`config.mk`:
```
export PLATFORM = sky130hd
export DESIGN_NAME = murmur_hash_64a_flat
export DESIGN_NICKNAME = d
export VERILOG_FILES = /design/src/rtl/mh64_pkg.sv /design/src/rtl/mh64_if.sv /design/src/rtl/mh64_mul.sv /design/src/rtl/murmur_hash_64a.sv /design/src/flat_wrapper.sv
export SDC_FILE = /design/constraint.sdc
export NUM_CORES = 2
export LEC_CHECK = 0
export ABC_AREA = 1
export BUFFER_PORTS_ARGS = -buffer_cell sky130_fd_sc_hd__buf_4
export CAP_MARGIN = 15
export CORE_MARGIN = 4
export CORE_UTILIZATION = 50
export DETAILED_ROUTE_END_ITERATION = 6
export PLACE_DENSITY = 0.67
export SETUP_SLACK_MARGIN = 0.3
export SLEW_MARGIN = 20
export SYNTH_ARGS = -nofsm -noshare
export SYNTH_HDL_FRONTEND = slang
export SYNTH_SLANG_ARGS = --single-unit
```
`constraint.sdc`:
```
create_clock -name clock -period 22.6 [get_ports clock]
set_input_delay 1.13 -clock clock [delete_from_list [all_inputs] [get_ports clock]]
set_output_delay 1.13 -clock clock [all_outputs]
set_load 0.02 [all_outputs]
```
`src/rtl/mh64_pkg.sv`:
```
package mh64_pkg;

   localparam logic [63:0] MIX_MUL   = 64'hc6a4a7935bd1e995;
   localparam int unsigned MIX_SHIFT = 47;

   typedef struct packed {
      logic        start;
      logic [63:0] operand;
   } mul_req_type;

   typedef struct packed {
      logic        done;
      logic [63:0] product;
   } mul_rsp_type;

   function automatic logic [63:0] tail_mask(input logic [2:0] count);
      logic [63:0] mask;
      mask = '0;
      for (int i = 0; i < 8; i++) begin
         if (3'(i) < count) begin
            mask[i*8 +: 8] = 8'hff;
         end
      end
      return mask;
   endfunction

   function automatic logic [63:0] shift_xor(input logic [63:0] value);
      return value ^ (value >> MIX_SHIFT);
   endfunction

endpackage

```
`src/rtl/mh64_if.sv`:
```
interface mh64_req_if;
   logic        valid;
   logic        ready;
   logic [63:0] data_word;
   logic [31:0] total_length;
   logic        first_word;
   logic        last_word;

   modport source (output valid, output data_word, output total_length,
                   output first_word, output last_word, input ready);
   modport sink   (input valid, input data_word, input total_length,
                   input first_word, input last_word, output ready);
endinterface

interface mh64_rsp_if;
   logic        valid;
   logic        ready;
   logic [63:0] hash_value;

   modport source (output valid, output hash_value, input ready);
   modport sink   (input valid, input hash_value, output ready);
endinterface

```
`src/rtl/mh64_mul.sv`:
```
module mh64_mul
   import mh64_pkg::*;
(
   input  logic        clock,
   input  logic        reset,
   input  mul_req_type mul_req,
   output mul_rsp_type mul_rsp
);

   logic        busy_ff, busy_in;
   logic [1:0]  step_ff, step_in;
   logic        done_ff, done_in;
   logic [63:0] x_ff, x_in;
   logic [63:0] acc_ff, acc_in;
   logic [31:0] op_a;
   logic [31:0] op_b;
   logic [63:0] partial;

   always_comb begin
      case (step_ff)
         2'd0: begin
            op_a = x_ff[31:0];
            op_b = MIX_MUL[31:0];
         end
         2'd1: begin
            op_a = x_ff[31:0];
            op_b = MIX_MUL[63:32];
         end
         default: begin
            op_a = x_ff[63:32];
            op_b = MIX_MUL[31:0];
         end
      endcase
   end

   assign partial = {32'd0, op_a} * {32'd0, op_b};

   always_comb begin
      busy_in = busy_ff;
      step_in = step_ff;
      x_in    = x_ff;
      acc_in  = acc_ff;
      done_in = 1'b0;
      if (mul_req.start) begin
         busy_in = 1'b1;
         step_in = 2'd0;
         x_in    = mul_req.operand;
      end else if (busy_ff) begin
         if (step_ff == 2'd0) begin
            acc_in = partial;
         end else begin
            acc_in = {acc_ff[63:32] + partial[31:0], acc_ff[31:0]};
         end
         if (step_ff == 2'd2) begin
            busy_in = 1'b0;
            done_in = 1'b1;
         end else begin
            step_in = step_ff + 2'd1;
         end
      end
   end

   always_ff @(posedge clock) begin
      if (reset) begin
         busy_ff <= 1'b0;
         step_ff <= 2'd0;
         done_ff <= 1'b0;
      end else begin
         busy_ff <= busy_in;
         step_ff <= step_in;
         done_ff <= done_in;
      end
      x_ff   <= x_in;
      acc_ff <= acc_in;
   end

   assign mul_rsp.done    = done_ff;
   assign mul_rsp.product = acc_ff;

endmodule

```
`src/rtl/murmur_hash_64a.sv`:
```
// Sequencing: a 32x32 multiplier makes each 64-bit product; a middle word runs the MIX1, MIX2
// and FOLD products, a first word runs the length product (INIT) first, a tail word runs the
// TAIL product; the hash is valid after the avalanche product (FIN) plus output load (DONE).
// Flow: one request at a time, ready only while idle: a middle word frees the sequencer when
// FOLD ends, a last word once the hash is loaded into the output register.
// Reset: synchronous, active high; clears seed, running hash, tail count and output valid.
module murmur_hash_64a
   import mh64_pkg::*;
(
   input  logic        clock,
   input  logic        reset,
   mh64_req_if.sink    req_if,
   mh64_rsp_if.source  rsp_if,
   input  logic        csr_wen,
   input  logic [63:0] csr_wdata
);

   typedef enum logic [7:0] {
      ST_IDLE = 8'b0000_0001,
      ST_INIT = 8'b0000_0010,
      ST_MIX1 = 8'b0000_0100,
      ST_MIX2 = 8'b0000_1000,
      ST_FOLD = 8'b0001_0000,
      ST_TAIL = 8'b0010_0000,
      ST_FIN  = 8'b0100_0000,
      ST_DONE = 8'b1000_0000
   } state_type;

   state_type   state_ff, state_in;
   logic [63:0] seed_ff, seed_in;
   logic [63:0] hash_ff, hash_in;
   logic [63:0] word_ff, word_in;
   logic [2:0]  tail_ff, tail_in;
   logic        open_ff, open_in;
   logic        last_ff, last_in;
   logic        empty_ff, empty_in;
   logic        rsp_valid_ff, rsp_valid_in;
   logic [63:0] rsp_hash_ff, rsp_hash_in;
   logic [63:0] start_hash;
   logic        req_accept;
   mul_req_type mul_req;
   mul_rsp_type mul_rsp;

   mh64_mul u_mul (
      .clock   (clock),
      .reset   (reset),
      .mul_req (mul_req),
      .mul_rsp (mul_rsp)
   );

   assign req_if.ready = (state_ff == ST_IDLE);
   assign req_accept   = req_if.valid && req_if.ready;
   assign seed_in      = csr_wen ? csr_wdata : seed_ff;
   assign start_hash   = seed_ff ^ mul_rsp.product;

   always_comb begin
      state_in        = state_ff;
      hash_in         = hash_ff;
      word_in         = word_ff;
      tail_in         = tail_ff;
      open_in         = open_ff;
      last_in         = last_ff;
      empty_in        = empty_ff;
      rsp_hash_in     = rsp_hash_ff;
      rsp_valid_in    = rsp_valid_ff && !rsp_if.ready;
      mul_req.start   = 1'b0;
      mul_req.operand = '0;
      unique case (state_ff)
         ST_IDLE: begin
            if (req_accept) begin
               word_in = req_if.data_word;
               last_in = req_if.last_word;
               if (req_if.first_word) begin
                  tail_in         = req_if.total_length[2:0];
                  open_in         = 1'b1;
                  empty_in        = (req_if.total_length == 32'd0);
                  mul_req.start   = 1'b1;
                  mul_req.operand = {32'd0, req_if.total_length};
                  state_in        = ST_INIT;
               end else if (open_ff) begin
                  mul_req.start = 1'b1;
                  if (req_if.last_word && tail_ff != 3'd0) begin
                     mul_req.operand = hash_ff ^ (req_if.data_word & tail_mask(tail_ff));
                     state_in        = ST_TAIL;
                  end else begin
                     mul_req.operand = req_if.data_word;
                     state_in        = ST_MIX1;
                  end
               end
            end
         end
         ST_INIT: begin
            if (mul_rsp.done) begin
               hash_in       = start_hash;
               mul_req.start = 1'b1;
               if (last_ff && empty_ff) begin
                  mul_req.operand = shift_xor(start_hash);
                  state_in        = ST_FIN;
               end else if (last_ff && tail_ff != 3'd0) begin
                  mul_req.operand = start_hash ^ (word_ff & tail_mask(tail_ff));
                  state_in        = ST_TAIL;
               end else begin
                  mul_req.operand = word_ff;
                  state_in        = ST_MIX1;
               end
            end
         end
         ST_MIX1: begin
            if (mul_rsp.done) begin
               mul_req.start   = 1'b1;
               mul_req.operand = shift_xor(mul_rsp.product);
               state_in        = ST_MIX2;
            end
         end
         ST_MIX2: begin
            if (mul_rsp.done) begin
               mul_req.start   = 1'b1;
               mul_req.operand = hash_ff ^ mul_rsp.product;
               state_in        = ST_FOLD;
            end
         end
         ST_FOLD: begin
            if (mul_rsp.done) begin
               hash_in = mul_rsp.product;
               if (last_ff) begin
                  mul_req.start   = 1'b1;
                  mul_req.operand = shift_xor(mul_rsp.product);
                  state_in        = ST_FIN;
               end else begin
                  state_in = ST_IDLE;
               end
            end
         end
         ST_TAIL: begin
            if (mul_rsp.done) begin
               mul_req.start   = 1'b1;
               mul_req.operand = shift_xor(mul_rsp.product);
               state_in        = ST_FIN;
            end
         end
         ST_FIN: begin
            if (mul_rsp.done) begin
               hash_in  = shift_xor(mul_rsp.product);
               open_in  = 1'b0;
               tail_in  = 3'd0;
               state_in = ST_DONE;
            end
         end
         ST_DONE: begin
            // hold the hash until the output register is free
            if (!rsp_valid_ff || rsp_if.ready) begin
               rsp_valid_in = 1'b1;
               rsp_hash_in  = hash_ff;
               hash_in      = '0;
               state_in     = ST_IDLE;
            end
         end
         default: begin
            state_in = ST_IDLE;
         end
      endcase
   end

   always_ff @(posedge clock) begin
      if (reset) begin
         state_ff     <= ST_IDLE;
         seed_ff      <= '0;
         hash_ff      <= '0;
         tail_ff      <= 3'd0;
         open_ff      <= 1'b0;
         rsp_valid_ff <= 1'b0;
      end else begin
         state_ff     <= state_in;
         seed_ff      <= seed_in;
         hash_ff      <= hash_in;
         tail_ff      <= tail_in;
         open_ff      <= open_in;
         rsp_valid_ff <= rsp_valid_in;
      end
      word_ff     <= word_in;
      last_ff     <= last_in;
      empty_ff    <= empty_in;
      rsp_hash_ff <= rsp_hash_in;
   end

   assign rsp_if.valid      = rsp_valid_ff;
   assign rsp_if.hash_value = rsp_hash_ff;

endmodule

```
`src/flat_wrapper.sv`:
```
// flat-port wrapper written by rule: the top's interface ports become plain ports
module murmur_hash_64a_flat import mh64_pkg::*;
  (clock, reset, csr_wen, csr_wdata, req_if_valid, req_if_data_word, req_if_total_length, req_if_first_word, req_if_last_word, req_if_ready, rsp_if_valid, rsp_if_hash_value, rsp_if_ready);
  mh64_req_if req_if_i ();
  mh64_rsp_if rsp_if_i ();
  input  logic clock;
  input  logic reset;
  input  logic csr_wen;
  input  logic [63:0] csr_wdata;
  input wire logic [$bits(req_if_i.valid)-1:0] req_if_valid;
  input wire logic [$bits(req_if_i.data_word)-1:0] req_if_data_word;
  input wire logic [$bits(req_if_i.total_length)-1:0] req_if_total_length;
  input wire logic [$bits(req_if_i.first_word)-1:0] req_if_first_word;
  input wire logic [$bits(req_if_i.last_word)-1:0] req_if_last_word;
  output wire logic [$bits(req_if_i.ready)-1:0] req_if_ready;
  output wire logic [$bits(rsp_if_i.valid)-1:0] rsp_if_valid;
  output wire logic [$bits(rsp_if_i.hash_value)-1:0] rsp_if_hash_value;
  input wire logic [$bits(rsp_if_i.ready)-1:0] rsp_if_ready;
  assign req_if_i.valid = req_if_valid;
  assign req_if_i.data_word = req_if_data_word;
  assign req_if_i.total_length = req_if_total_length;
  assign req_if_i.first_word = req_if_first_word;
  assign req_if_i.last_word = req_if_last_word;
  assign req_if_ready = req_if_i.ready;
  assign rsp_if_valid = rsp_if_i.valid;
  assign rsp_if_hash_value = rsp_if_i.hash_value;
  assign rsp_if_i.ready = rsp_if_ready;
  murmur_hash_64a u_core (.clock(clock), .reset(reset), .req_if(req_if_i), .rsp_if(rsp_if_i), .csr_wen(csr_wen), .csr_wdata(csr_wdata));
endmodule
```
# --- Word-level counts from Yosys, hierarchy flattened ---
# Index checks and enable logic that the tools add are counted.
word_totals:
  elab_cells: 213
  out_inout_bits: 66
  in_bits: 167
  register_bits: 403
classes:
  mul: 1
  n_lt_le_gt_ge: 8
  n_bitwise: 11
  n_mux: 129
  eq_ne: 20
  reduce_logical: 26
  n_addsub: 2
op_table:
  columns: ["op", "n"]
  rows:
  - ["8-bit two-way mux", 91]
  - ["65-bit two-way mux", 8]
  - ["64-bit two-way mux", 8]
  - ["65-bit one-hot mux with 5 select lines", 1]
  - ["64-bit one-hot mux with 4 select lines", 1]
  - ["64-bit bitwise XOR", 4]
  - ["64-bit AND", 2]
  - ["64-bit by 17-bit bitwise XOR with 64-bit output", 2]
  - ["32-bit by 32-bit multiplier with 64-bit output", 1]
  - ["32-bit two-way mux", 2]
  - ["8-bit one-hot mux with 8 select lines", 1]
  - ["32-bit adder", 1]
  - ["32-bit zero test", 1]
  - ["2-bit != test, second input constant", 8]
  - ["3-bit < comparator, first input constant", 4]
  - ["6-bit two-way mux", 2]
  - ["1-bit two-way mux", 9]
  - ["3-bit two-way mux", 3]
  - ["9-bit AND reduction", 1]
  - ["8-bit by 1-bit == test with 1-bit output, second input constant", 1]
  - ["8-bit by 2-bit == test with 1-bit output, second input constant", 1]
  - ["8-bit by 3-bit == test with 1-bit output, second input constant", 1]
  - ["8-bit by 4-bit == test with 1-bit output, second input constant", 1]
  - ["8-bit by 5-bit == test with 1-bit output, second input constant", 1]
  - ["27 further kinds", 42]

# --- Longest topological paths before layout ---
logic_depth:
  word_depth: 16
  ltp_mapped: 52

# --- Hierarchy ---
# Synthesis repeated with hierarchy kept, for this count alone.
hier_totals:
  hier_cells: 5977
  area_unflattened_um2: 48933.2
modules_own_cells:
  columns: ["module", "area_per_inst_um2", "cells_each", "seq_area_each_um2", "n_inst"]
  rows:
  - ["mh64_mul", 32233.4, 3606, 3923.8, 1]
  - ["murmur_hash_64a", 16699.8, 2371, 6726.5, 1]

# --- Worst setup path before layout ---
# OpenSTA, ideal clock, no wires.
synth_path:
  path_type: "reg-to-reg"
  startpoint: "reg u_core.u_mul.step_ff[0]"
  endpoint: "reg u_core.u_mul.acc_ff[63] (data pin)"
  period_less_slack_ns: 9.156
  arrival_ns: 8.902
  path_buffers: 3
  setup_ns: 0.254
  path_slack_ns: 13.444
  required_ns: 22.346
  path_stages_with_launch: 43
  path_cell_list: "dfxtp_1 -> inv_1 -> ha_1 -> nor2_4 -> buf_4 -> buf_4 -> buf_2 -> o21ai_0 -> inv_1 -> nor2_1 -> inv_1 -> fa_1 -> inv_1 -> fa_1 -> inv_1 -> fa_1 -> fa_1 -> fa_1 -> [7 not listed] -> nand2_1 -> inv_1 -> nand3_1 -> or2_2 -> nand3_1 -> xor2_1 -> ha_1 -> nand2_1 -> inv_1 -> nand3_1 -> nor2_1 -> inv_1 -> o21ai_0 -> inv_1 -> nand2_1 -> nand3_1 -> nand3_1 -> nand2_1"
synth_via:
  elab_chain_len: 6
  word_cells_on_any_way: 8
  cone_classes: "1 x add/sub; 1 x mul; 1 x eq/ne; 3 x mux; 2 x reduce/logical"
synth_rtl:
  columns: ["item", "line", "source"]
  rows:
  - ["from (decl)", "mh64_mul.sv:11", "logic [1:0] step_ff, step_in;"]
  - ["from (signal assigned)", "mh64_mul.sv:70", "step_ff <= step_in;"]
  - ["2-bit by 1-bit == test with 1-bit output or 2-bit zero test (tied branches)", "mh64_mul.sv:20", "case (step_ff)"]
  - ["2-bit OR reduction (no line)", null, null]
  - ["32-bit two-way mux", "mh64_mul.sv:20", null]
  - ["32-bit by 32-bit multiplier with 64-bit output (*)", "mh64_mul.sv:36", "assign partial = {32'd0, op_a} * {32'd0, op_b};"]
  - ["named net u_core.u_mul.partial[27]", "mh64_mul.sv:17", "logic [63:0] partial;"]
  - ["32-bit adder (*)", "mh64_mul.sv:52", "acc_in = {acc_ff[63:32] + partial[31:0], acc_ff[31:0]};"]
  - ["64-bit two-way mux (*)", "mh64_mul.sv:49", "if (step_ff == 2'd0) begin"]
  - ["to (signal assigned)", "mh64_mul.sv:74", "acc_ff <= acc_in;"]
  - ["to (decl)", "mh64_mul.sv:14", "logic [63:0] acc_ff, acc_in;"]
# The timed path passes the listed nets; every way through them passes the cells marked *.
# A chain may end at the register's enable or synchronous reset.

# --- Final worst setup path ---
# Same ends and word-level chain as after synthesis.

==> key figures <==
Run status
  • Outcome: finished clean

CTS
  • Worst-path clk slew: 0.06 ns
  • Bufs on Longest Clock Path: 3
  • TritonCTS buffer count: 45
  • Clock Tree Root: clkbuf_16
  • Clock Latency Late Sink: 0.61 ns
  • H-tree level count: 2
  • Setup Fix Bufs, Post-CTS: 0
  • PostCTS Resize Cnt: 0
  • CTS Hold Bufs: 0
  • CTS tree: yes
  • Clock sinks: 403

STA
  • Peak Freq: 0.0851 GHz
  • Crit share post-route: 0.520
  • Final min period: about 12 ns
  • Worst Tran Pin Value: between 1 and 1.5 ns
  • RSZ-0062 raised after global routing: false
  • Setup TNS: 0 ns
  • Final Hold Fails: 0
  • Slew HR: 0.200
  • Final setup violation count: 0
  • Clock Skews: 0.0346 ns
  • Fin. max-slew vios: 0

Yosys
  • Synthesis Warnings: 0
  • Top_reg_cell synth: edfxtp_1
  • Post-synthesis simple-gate area fraction: 0.144
  • Post-synthesis adder-cell area fraction: 0.374
  • EDFF count, synth: about 260
  • Syn_area_per_cell: 8.45 sq um
  • Mapped Area: 47400 sq um
  • Ys async rst share: 0
  • Synth unique cells: 55
  • Xor/xnor share of the synthesized area: 0.0377
  • Compound-gate portion of the synthesized area: 0.109
  • Cells after Synth: 5606
  • Sequential area share after synthesis: 0.225
  • Yosys reg bits: 403
  • Post-synthesis mux area share: 0
  • Combinational family with the most area after synthesis: adder cells

Floorplanning
  • Floorplan core area: 93600 sq um
  • # IOs: 233
  • Die X: 316 microns
  • Die H: 316 microns
  • Die Area: 99800 sq um
  • # rows: 112
  • Starting Density: 0.506

Routing
  • Total number of vias: 40600
  • Avg Vias per Cell: 5.74
  • Post-DRT Antenna Nets: 0
  • WL final: between 150 and 200 mm
  • DRC viols: 0
  • Drt pass-1 iters: 6
  • Avg WL per Cell: 26.0 microns
  • Initial DRC count: approximately 4400

Setup path
  • CP arrival: roughly 12 ns
  • Reg-to-Reg Start: u_core.u_mul.step_ff[0]$_SDFFE_PP0P_
  • Crit Path Category: flip-flop to flip-flop
  • Worst path required time: 22.94 ns
  • CP Max Fanout: 64
  • CP startpoint kind: flip-flop
  • Max stage delay cell, worst path: o21ai_1
  • R2R depth: 44
  • CP peak stage delay: 0.99 ns
  • RR Endpoint: u_core.u_mul.acc_ff[63]$_DFFE_PP_
  • Crit path top cell by count: inv_1
  • Crit end category: flip-flop
  • R2R Setup Slk: 10.85 ns

GRT
  • Largest net degree at the start of global routing: 66
  • Vias in the first global route: just over 40000
  • Total global routing overflow: 0
  • Overall Global Routing Usage: 0.367
  • First-pass GRT wire length: 268 mm
  • Initial antenna violation count: 9

Worst hold path
  • Hold Path End: u_core.u_mul.done_ff$_SDFF_PP0_
  • Worst hold path class: flip-flop to flip-flop
  • Worst Hold Launch: u_core.u_mul.busy_ff$_SDFF_PP0_
  • Hold Path Cell Cnt: 2

Cells and area
  • Layout cells sized above 1: 0.0795
  • Register area: 10700 sq um
  • Final Non-Filler Cells: 7077
  • Multi-input gate area: roughly 32000 sq um
  • Fill count: 8882
  • Final net count: 7003
  • Area Overhead vs Synth: 9.94%

Flow run
  • Number of max-cap violations: 0

Placement
  • Final RePlAce weighted congestion: 1.01
  • HPWL after DPL: around 150 mm
  • Cells after DPL: 6993
  • PortBufs: 232
-- how the worst max path moves through the flow --
| stage | start | end | cells after the start |
|---|---|---|---|
| finish | u_core.u_mul.step_ff[0]$_SDFFE_PP0P_ | u_core.u_mul.acc_ff[63]$_DFFE_PP_ | 44 |
| CTS | u_core.u_mul.step_ff[0]$_SDFFE_PP0P_ | u_core.u_mul.acc_ff[60]$_DFFE_PP_ | 43 |
| detailed placement | u_core.u_mul.step_ff[0]$_SDFFE_PP0P_ | u_core.u_mul.acc_ff[63]$_DFFE_PP_ | 42 |
| global placement | u_core.u_mul.step_ff[0]$_SDFFE_PP0P_ | u_core.u_mul.acc_ff[60]$_DFFE_PP_ | 43 |
| floorplan | u_core.u_mul.step_ff[0]$_SDFFE_PP0P_ | u_core.u_mul.acc_ff[63]$_DFFE_PP_ | 42 |
| global route | u_core.u_mul.step_ff[0]$_SDFFE_PP0P_ | u_core.u_mul.acc_ff[60]$_DFFE_PP_ | 43 |
-- sequential cells by signal (all words and copies together), names as in the netlist --
signal,count
u_core.u_mul.done_ff,1
u_core.u_mul.x_ff,64
u_core.u_mul.acc_ff,64
u_core.state_ff,8
u_core.rsp_if.valid,1
u_core.hash_ff,64
u_core.rsp_if.hash_value,64
u_core.tail_ff,3
u_core.last_ff,1
u_core.empty_ff,1
u_core.u_mul.step_ff,2
u_core.u_mul.busy_ff,1
u_core.open_ff,1
u_core.word_ff,64
u_core.seed_ff,64
-- critical path: cells and delay by family, from the launching register on --
kind	cells	cell delay (ns)
simple gates	11	1.50
fa+ha+maj	11	4.57
compound gates	7	2.32
buf+inv	14	2.06
flops	1	0.33
xor+xnor	1	0.65
-- routing by layer --
layer / up-vias / global-route usage / share of wire
met3: 471 / 0.0791 / 0.10
met5: - / 0 / 0
met4: 0 / 0.156 / 0.055
met1: 19700 / 0.481 / 0.39
met2: 2264 / 0.592 / 0.46
li1: 18100 / - / -
-- metrics by stage --
step | hold slack (ns) | cell area [sq um] | setup WS (ns) | util
after floorplan | 0.415 | 47400 | 13.44 | -
after CTS | 0.442 | 52100 | 10.96 | 0.557
after global routing | 0.464 | 52100 | 10.27 | 0.557
after global placement | 0.436 | 50500 | 11.00 | 0.540
final | 0.454 | 52100 | 10.85 | 0.557
after detailed placement | 0.429 | 50500 | 11.04 | 0.540
-- final cells by class --
cell class,count,share of cell area
Multi-Input combinational cell,3843,0.606
Sequential cell,403,0.204
Inverter,1202,0.0866
Timing Repair Buffer,291,0.0419
Tap cell,1254,0.0301
Clock buffer,63,0.0254
Clock inverter,20,0.00500
Antenna cell,1,0.0000480
-- cells in the final DEF, fill, tap and decap left out, drive strengths merged, types with 25 or more instances in the layout --
master  synthesis  layout
nor3           45      45
nand2         789     789
a21oi         314     314
ha            436     436
xnor2         135     135
nand3         190     190
nand4          41      41
o211ai         31      31
xor2           69      69
clkbuf        103      63
buf            59     291
inv          1201    1202
nor2          525     525
fa            614     614
o21ai         439     439
dfxtp         145     145
edfxtp        258     258
o22ai          37      37
or2            25      25
-- cells by family (layout without fill, tap and decap cells) --
kind of cell,after synthesis,after routing
AND/OR/NAND/NOR,1646,1646
buffers and inverters,1364,1576
other,2,7
XOR/XNOR,204,204
AO/OA/AOI/OAI,937,937
flip-flops,403,403
adder cells (fa/ha/maj),1050,1050
-- Yosys cell counts (8+ instances only) --
cell type / n / area share
a31oi_1: 10 / 0.0013
nor4_1: 8 / 0.0011
nor2_2: 8 / 0.0011
clkbuf_1: 103 / 0.0082
nand3b_1: 19 / 0.0030
o211ai_1: 31 / 0.0049
nor3_1: 44 / 0.0046
buf_2: 34 / 0.0036
nand4_1: 39 / 0.0051
inv_2: 34 / 0.0027
o21ai_0: 377 / 0.040
nor2_1: 513 / 0.041
edfxtp_1: 258 / 0.16
xnor2_1: 135 / 0.025
nand2_1: 785 / 0.062
xor2_1: 69 / 0.013
or2_2: 23 / 0.0030
buf_4: 9 / 0.0014
o221ai_1: 17 / 0.0031
inv_1: 1167 / 0.092
a21oi_1: 314 / 0.033
o21ai_1: 60 / 0.0063
nand3_1: 190 / 0.020
o21bai_1: 22 / 0.0035
o2111ai_1: 14 / 0.0026
dfxtp_1: 145 / 0.061
o21a_1: 22 / 0.0035
buf_1: 15 / 0.0012
fa_1: 614 / 0.26
o22ai_1: 37 / 0.0049
ha_1: 436 / 0.12
Power is left out: the tool's default activity adds up to more than one toggle a clock period on the data nets, which glitch-free logic cannot reach.
